## src/sv/kmeq_pkg.sv

```systemverilog
package kmeq_pkg;

    // default ring depths, handed to the top level parameters
    localparam int KEY_QUEUE_DEPTH_DEF   = 64;
    localparam int MOUSE_QUEUE_DEPTH_DEF = 64;

    // interrupt level of the input controller
    localparam logic [2:0] IRQ_LEVEL = 3'd5;

    // command modes
    localparam logic [2:0] MODE_KEY        = 3'd0;
    localparam logic [2:0] MODE_BTN_PRESS  = 3'd1;
    localparam logic [2:0] MODE_BTN_REL    = 3'd2;
    localparam logic [2:0] MODE_READ_MOUSE = 3'd3;
    localparam logic [2:0] MODE_READ_KEY   = 3'd4;
    localparam logic [2:0] MODE_UPDATE     = 3'd5;
    localparam logic [2:0] MODE_MOTION     = 3'd6;

    // button codes
    localparam logic [1:0] BUTTON_RIGHT  = 2'd0;
    localparam logic [1:0] BUTTON_LEFT   = 2'd1;
    localparam logic [1:0] BUTTON_MIDDLE = 2'd2;

    // button state bits and report constants
    localparam logic [1:0] BTN_BIT_RIGHT = 2'b01;
    localparam logic [1:0] BTN_BIT_LEFT  = 2'b10;
    localparam logic [7:0] KEY_RELEASE   = 8'h80;
    localparam logic [7:0] BTN_MARK      = 8'hf8;

    typedef struct packed {
        logic [2:0]         mode;
        logic [6:0]         scan_code;
        logic               pressed;
        logic [1:0]         button;
        logic signed [15:0] old_x;
        logic signed [15:0] old_y;
        logic signed [15:0] delta_x;
        logic signed [15:0] delta_y;
        logic [2:0]         cpu_mask_level;
        logic [2:0]         active_level;
    } t_cmd;

    typedef struct packed {
        logic [7:0]         key_code;
        logic signed [15:0] mouse_x;
        logic signed [15:0] mouse_y;
        logic [7:0]         btn_report;
        logic               irq_request;
        logic               grab_toggle;
        logic               overflow;
    } t_result;

endpackage

```

## src/sv/keyboard_mouse_event_queue.sv

```systemverilog
// Keyboard and mouse event queue. One command is taken on every clock edge at
// which start is high; busy never rises, so commands may follow back to back.
// Each command gives exactly one result, shown on o_result for the single cycle
// in which o_done is high, in the cycle after the command was taken. The receiver
// cannot stall: a result not captured in its cycle is gone. Key codes and
// button snapshots sit in two ring memories, each with a registered read port. A
// full ring drops the new entry and flags overflow on that command's result.
module keyboard_mouse_event_queue import kmeq_pkg::*; #(
    parameter int KEY_QUEUE_DEPTH   = KEY_QUEUE_DEPTH_DEF,
    parameter int MOUSE_QUEUE_DEPTH = MOUSE_QUEUE_DEPTH_DEF
) (
    input  logic    i_clk,
    input  logic    i_rst_n,
    input  logic    start,
    output logic    busy,
    input  t_cmd    i_cmd,
    output logic    o_done,
    output t_result o_result
);

    // command transfer
    logic accept;

    // ring controls
    logic       key_push;
    logic       key_pop;
    logic       key_full;
    logic       key_empty;
    logic [7:0] key_push_data;
    logic [7:0] key_rdata;
    logic       btn_push;
    logic       btn_pop;
    logic       btn_full;
    logic       btn_empty;
    logic [1:0] btn_rdata;

    // controller state
    logic [1:0]  r_btn_state;
    logic [1:0]  n_btn_state;
    logic [15:0] r_acc_x;
    logic [15:0] n_acc_x;
    logic [15:0] r_acc_y;
    logic [15:0] n_acc_y;

    // result stage
    t_result r_res;
    t_result n_res;
    logic    r_done;
    logic    r_key_pop;
    logic    r_btn_pop;

    logic [1:0] btn_mask;
    logic       btn_known;
    logic       pending;

    // no multi-cycle work, so a new command is always welcome
    assign busy   = 1'b0;
    assign accept = start && !busy;

    // right maps to bit 0, left to bit 1; middle and other touch no state
    assign btn_known = (i_cmd.button == BUTTON_RIGHT) || (i_cmd.button == BUTTON_LEFT);
    assign btn_mask  = (i_cmd.button == BUTTON_RIGHT) ? BTN_BIT_RIGHT : BTN_BIT_LEFT;

    assign pending = !key_empty || !btn_empty || (r_acc_x != '0) || (r_acc_y != '0);

    // release sets bit 7 of the key code
    assign key_push_data = i_cmd.pressed ? {1'b0, i_cmd.scan_code}
                                         : ({1'b0, i_cmd.scan_code} | KEY_RELEASE);

    always_comb begin
        n_btn_state = r_btn_state;
        n_acc_x     = r_acc_x;
        n_acc_y     = r_acc_y;
        n_res       = '0;
        key_push    = 1'b0;
        key_pop     = 1'b0;
        btn_push    = 1'b0;
        btn_pop     = 1'b0;
        if (accept) begin
            unique case (i_cmd.mode)
                MODE_KEY: begin
                    key_push       = 1'b1;
                    n_res.overflow = key_full;
                end
                MODE_BTN_PRESS: begin
                    if (btn_known) begin
                        n_btn_state    = r_btn_state | btn_mask;
                        btn_push       = 1'b1;
                        n_res.overflow = btn_full;
                    end else if (i_cmd.button == BUTTON_MIDDLE) begin
                        n_res.grab_toggle = 1'b1;
                    end
                end
                MODE_BTN_REL: begin
                    if (btn_known) begin
                        n_btn_state    = r_btn_state & ~btn_mask;
                        btn_push       = 1'b1;
                        n_res.overflow = btn_full;
                    end
                end
                MODE_READ_MOUSE: begin
                    n_res.mouse_x = i_cmd.old_x + $signed(r_acc_x);
                    n_res.mouse_y = i_cmd.old_y + $signed(r_acc_y);
                    // oldest snapshot if one is queued, else the live state
                    n_res.btn_report = BTN_MARK | {6'b0, r_btn_state};
                    btn_pop = !btn_empty;
                    n_acc_x = '0;
                    n_acc_y = '0;
                end
                MODE_READ_KEY: begin
                    key_pop = !key_empty;
                end
                MODE_UPDATE: begin
                    n_res.irq_request = pending && (IRQ_LEVEL > i_cmd.cpu_mask_level)
                                        && (IRQ_LEVEL > i_cmd.active_level);
                end
                MODE_MOTION: begin
                    n_acc_x = r_acc_x + i_cmd.delta_x;
                    n_acc_y = r_acc_y + i_cmd.delta_y;
                end
                default: begin
                end
            endcase
        end
    end

    kmeq_ring #(
        .DEPTH (KEY_QUEUE_DEPTH),
        .WIDTH (8)
    ) u_key_ring (
        .i_clk       (i_clk),
        .i_rst_n     (i_rst_n),
        .i_push      (key_push),
        .i_push_data (key_push_data),
        .i_pop       (key_pop),
        .o_full      (key_full),
        .o_empty     (key_empty),
        .o_rdata     (key_rdata)
    );

    // snapshot pushed is the state after this button event
    kmeq_ring #(
        .DEPTH (MOUSE_QUEUE_DEPTH),
        .WIDTH (2)
    ) u_btn_ring (
        .i_clk       (i_clk),
        .i_rst_n     (i_rst_n),
        .i_push      (btn_push),
        .i_push_data (n_btn_state),
        .i_pop       (btn_pop),
        .o_full      (btn_full),
        .o_empty     (btn_empty),
        .o_rdata     (btn_rdata)
    );

    always_ff @(posedge i_clk) begin
        if (!i_rst_n) begin
            r_btn_state <= '0;
            r_acc_x     <= '0;
            r_acc_y     <= '0;
            r_done      <= 1'b0;
        end else begin
            r_btn_state <= n_btn_state;
            r_acc_x     <= n_acc_x;
            r_acc_y     <= n_acc_y;
            r_done      <= accept;
        end
    end

    // result payload, no reset needed
    always_ff @(posedge i_clk) begin
        r_res     <= n_res;
        r_key_pop <= key_pop;
        r_btn_pop <= btn_pop;
    end

    // merge the registered ring reads into the result
    always_comb begin
        o_result = r_res;
        if (r_key_pop) begin
            o_result.key_code = key_rdata;
        end
        if (r_btn_pop) begin
            o_result.btn_report = BTN_MARK | {6'b0, btn_rdata};
        end
    end

    assign o_done = r_done;

endmodule

```

## src/sv/kmeq_ring.sv

```systemverilog
module kmeq_ring import kmeq_pkg::*; #(
    parameter int DEPTH = KEY_QUEUE_DEPTH_DEF,
    parameter int WIDTH = 8
) (
    input  logic             i_clk,
    input  logic             i_rst_n,
    input  logic             i_push,
    input  logic [WIDTH-1:0] i_push_data,
    input  logic             i_pop,
    output logic             o_full,
    output logic             o_empty,
    output logic [WIDTH-1:0] o_rdata
);

    localparam int AW = (DEPTH > 1) ? $clog2(DEPTH) : 1;
    localparam int CW = $clog2(DEPTH + 1);
    localparam int SW = CW + 1;
    localparam logic [SW-1:0] DEPTH_S = SW'(DEPTH);
    localparam logic [AW-1:0] LAST_A  = AW'(DEPTH - 1);
    localparam logic [CW-1:0] DEPTH_C = CW'(DEPTH);

    logic [WIDTH-1:0] r_mem [DEPTH];
    logic [AW-1:0]    r_head;
    logic [CW-1:0]    r_count;
    logic [AW-1:0]    n_head;
    logic [CW-1:0]    n_count;
    logic [SW-1:0]    tail_sum;
    logic [AW-1:0]    wr_addr;

    assign o_full  = (r_count == DEPTH_C);
    assign o_empty = (r_count == '0);

    // tail = head + count, wrapped once at the depth
    assign tail_sum = SW'(r_head) + SW'(r_count);
    assign wr_addr  = (tail_sum >= DEPTH_S) ? AW'(tail_sum - DEPTH_S) : AW'(tail_sum);

    always_comb begin
        n_head  = r_head;
        n_count = r_count;
        if (i_push && !o_full) begin
            n_count = r_count + CW'(1);
        end
        if (i_pop && !o_empty) begin
            n_head  = (r_head == LAST_A) ? '0 : r_head + AW'(1);
            n_count = r_count - CW'(1);
        end
    end

    always_ff @(posedge i_clk) begin
        if (!i_rst_n) begin
            r_head  <= '0;
            r_count <= '0;
        end else begin
            r_head  <= n_head;
            r_count <= n_count;
        end
    end

    always_ff @(posedge i_clk) begin
        if (i_push && !o_full) begin
            r_mem[wr_addr] <= i_push_data;
        end
    end

    always_ff @(posedge i_clk) begin
        if (i_pop) begin
            o_rdata <= r_mem[r_head];
        end
    end

endmodule

```

## config.mk

```make
export PLATFORM = sky130hd
export DESIGN_NAME = keyboard_mouse_event_queue
export DESIGN_NICKNAME = d
export VERILOG_FILES = /design/src/sv/kmeq_pkg.sv /design/src/sv/keyboard_mouse_event_queue.sv /design/src/sv/kmeq_ring.sv
export SDC_FILE = /design/constraint.sdc
export NUM_CORES = 1
export LEC_CHECK = 0
export ABC_AREA = 0
export BUFFER_PORTS_ARGS = -buffer_cell sky130_fd_sc_hd__buf_2
export CORE_UTILIZATION = 62
export DETAILED_ROUTE_END_ITERATION = 12
export MAX_ROUTING_LAYER = met4
export PLACE_DENSITY = 0.78
export REMOVE_ABC_BUFFERS = 1
export SYNTH_ARGS = -nofsm -noshare
export SYNTH_HDL_FRONTEND = slang
export SYNTH_SLANG_ARGS = --single-unit
```

## constraint.sdc

```tcl
create_clock -name i_clk -period 4.3 [get_ports i_clk]
set_input_delay 1.29 -clock i_clk [delete_from_list [all_inputs] [get_ports i_clk]]
set_output_delay 1.29 -clock i_clk [all_outputs]
set_load 0.02 [all_outputs]
```

==> impl_metrics.toml <==
[final_layout]
fin_util_pct = 70.5
syn2layout_area_growth_pct = 11.9
nNetsFinal = 2436
drive_above_1_share_pct = 24.6
nFillCells = 3258

[clock_network]
cts_root_buf = "clkbuf_16"
postCtsHoldBufs = 0
cts_resized = 0
cts_made_buffers = 75
cts_max_path_buffers = 3
cts.sinks = 751
clk_pin_slew_ns = 0.06
cts_tree = "yes"
worstSkewPairLatency_ns = 0.61
cts_setup_buffers = 0
h-tree-depth = 3

[power_and_ir_drop]
pwr_density_cell_mw_per_mm2 = 396
switching_share_pct = 20.5
comb_power_share_pct = 3.4
ir_drop_mv = 0.340
sequentialPowerShare_pct = 53.9
switchingPower_mw = 3.02
leakagePower_nw = 12.7
p_clk_share_pct = 42.7
p_int_mw = 11.7

[yosys]
avgSynthCellArea_um2 = 16.0
netlist_instances = 2068
synth_edf_count = 650
yosys_warnings = 0
synthFlopType = "edfxtp_1"
ys_types = 73
synth-async-reset-ratio_pct = 0
ys_seq_area_share_pct = 65.0
synth_seq_cells = 751
netlist_area_mm2 = 0.0332

[worst_hold_path]
hp-start = "r_btn_state[0]"
hp-class = "reg2reg"

[critical_path]
path_class = "reg2reg"
regToRegEndpoint = "u_key_ring.r_mem[34][5]"
slowest_delay_ns = 0.71
cp_slowest_cell = "nor2_1"
crit_buf_inv = 0
crit_family = "simple AND/OR/NAND/NOR gates"
setup.worst_path.start_class = "flop"
required_ns = 4.52
worstRegToRegCells = 7
crit_path_end = "u_key_ring.r_mem[34][5]"
cp_cell_sequence = "ha_1 > a21o_1 > a21oi_1 > o21a_1 > o211ai_1 > or3_1 > nor2_1"
worstPathMaxFanout = 8
path_depth = 7
crit_arrival_ns = 3.57
rrSetupSlack_ns = 0.95
r2r-start = "u_key_ring.r_count[1]"
startpoint = "u_key_ring.r_count[1]"
cp-end-kind = "flop"

[sta]
fmax_mhz = 298
setup_violations = 0
tns_ns = 0
finalHoldViolCount = 0
holdWs_ns = 0.458
fin_crit_sh_pct = 77.9
grt_setup_unrepaired = "false"
maxSlewViolCount = 0
period_minus_slack_ns = 3.35
worstMarginPinSlew_ns = 1.24
fin_skew_ns = 0.0264
max-slew-margin-rel_pct = 17.1

[drt]
drt_iter0_markers = 1943
dr_total_vias = 19400
antenna_left = 0
via_per_inst = 6.46
drcViolationCount = 0
dr.pass1.iters = 5
routed_wl_um = 76100
wl_per_cell_um = 25.3

[placement]
port_buffers = 136
place_congestion = 0.956
dpl.hpwl_um = 48000

[global_route]
grt_pass1_wl_um = 115000
grt_max_degree = 134
grt_pass1_vias = 19200
antenna_found_initial = 6
grt.overflow.total = 0
grtUsageTotal_pct = 29.6

[floorplan]
boundaryPins = 139
initial_utilization_pct = 63.0
die_y_um = 233
rows = 84
fp.dieW_um = 233
coreArea_mm2 = 0.0527
die-area_mm2 = 0.0544

[flow_run]
maxCapViolations = 0

[run_status]
status = "finished clean"
[metal layers]
layer / vias to the layer above / wire length [um] / global-route usage, %
met1: 9814 / 30100 / 39.4
met3: 172 / 6130 / 5.41
met2: 971 / 37500 / 46.0
met4: 0 / 2390 / 10.8
met5: - / 0 / -
li1: 8469 / - / -
[layout make-up]
cell class	count	area (um^2)	share of cell area, %
Inverter	35	131	0.354
Timing Repair Buffer	245	1510	4.07
Multi-Input combinational cell	1152	10700	28.9
Tap cell	688	861	2.32
Sequential cell	751	21600	58.1
Antenna cell	6	15.0	0.0405
Clock buffer	98	2090	5.62
Clock inverter	34	250	0.674
[flip-flops by register name (all words and copies together) (netlist names)]
signal	flops
r_res	3
u_btn_ring.r_mem	128
u_key_ring.r_head	6
r_acc_y	16
o_result	35
r_key_pop	1
r_btn_pop	1
u_btn_ring.o_rdata	2
u_key_ring.o_rdata	8
o_done	1
u_btn_ring.r_head	6
u_key_ring.r_mem	512
r_acc_x	16
r_btn_state	2
u_btn_ring.r_count	7
u_key_ring.r_count	7
[synth_stat cells (8+ instances only)]
cell type	number	area, um^2
edfxtp_1	650	19500
mux4_2	192	4320
nor2_1	186	698
dfxtp_1	101	2020
ha_1	82	1030
nand2_1	78	293
a21oi_1	74	370
buf_4	51	383
o21ai_0	46	230
xnor2_1	44	385
clkbuf_1	42	158
nor2b_1	38	238
inv_1	35	131
and2_1	32	200
nand3_1	32	160
a21o_1	31	233
mux2i_1	29	290
nor3_1	24	120
a211oi_1	23	173
buf_2	22	110
nand4_1	22	138
xor2_1	20	175
o21a_1	15	113
a21boi_0	14	105
nor4_1	13	81.3
o211ai_1	13	97.6
nand2b_1	12	75.1
or3_1	12	75.1
and3_1	11	68.8
nor3b_1	9	67.6
fa_1	8	160
o21bai_1	8	60.1
[cell families (layout without fill, tap and decap cells)]
kind of cell               after synthesis  after routing  synth area share (%)
other                                    1              8                0.0113
buffers and inverters                  166            412                  2.80
AOI/OAI and AO/OA                      277            277                  5.53
DFF                                    751            751                  65.0
xor gates and xnor gates                64             64                  1.69
muxes                                  227            227                  14.1
adders and majority gates               90             90                  3.58
and+or+nand+nor                        492            492                  7.32
[worst min-delay path by stage]
stage | end | slack [ns] | cells after the start
3_3_place_gp | r_res[3] | 0.44 | 1
2_1_floorplan | r_res[4] | 0.42 | 1
5_1_grt | r_res[3] | 0.48 | 1
4_1_cts | r_res[3] | 0.47 | 1
3_5_place_dp | r_res[3] | 0.45 | 1
6_report | r_res[3] | 0.46 | 1
[layout by cell type, fill, tap and decap left out, types with 34 or more instances in the layout]
master,Yosys,final
edfxtp_1,650,650
nor2b_1,38,38
mux4_2,192,192
xnor2_1,44,44
ha_1,82,82
o21ai_0,46,46
a21oi_1,74,74
dfxtp_1,101,97
inv_1,35,34
nand2_1,78,78
buf_2,22,136
nor2_1,186,186
clkbuf_16,0,78
buf_4,51,108
[worst register-to-register path, stage by stage (launching register included)]
cell and delay [ns]:
dfxtp_1 0.42, ha_1 0.26, a21o_1 0.18, a21oi_1 0.35, o21a_1 0.16, o211ai_1 0.24, or3_1 0.64, nor2_1 0.71
[per-stage QoR]
step	area, um^2	setup WS [ns]	total power, mW	instances
after floorplan	32400	-3.77	8.34	1938
after global placement	34800	0.681	8.55	2871
after detailed placement	34800	0.551	8.56	2871
after CTS	37100	0.914	14.8	3003
after global routing	37100	0.753	15.1	3009
final	37100	0.950	14.7	3009
[power groups by stage]
stage                     registers [mW]  logic, mW  clock network [mW]
after floorplan                     8.09      0.250                   0
after global placement              8.07      0.473                   0
after detailed placement            8.07      0.490                   0
after CTS                           7.92      0.494                6.34
after global routing                7.92      0.538                6.61
final                               7.92      0.498                6.27
Power figures use the tool's default switching activity.
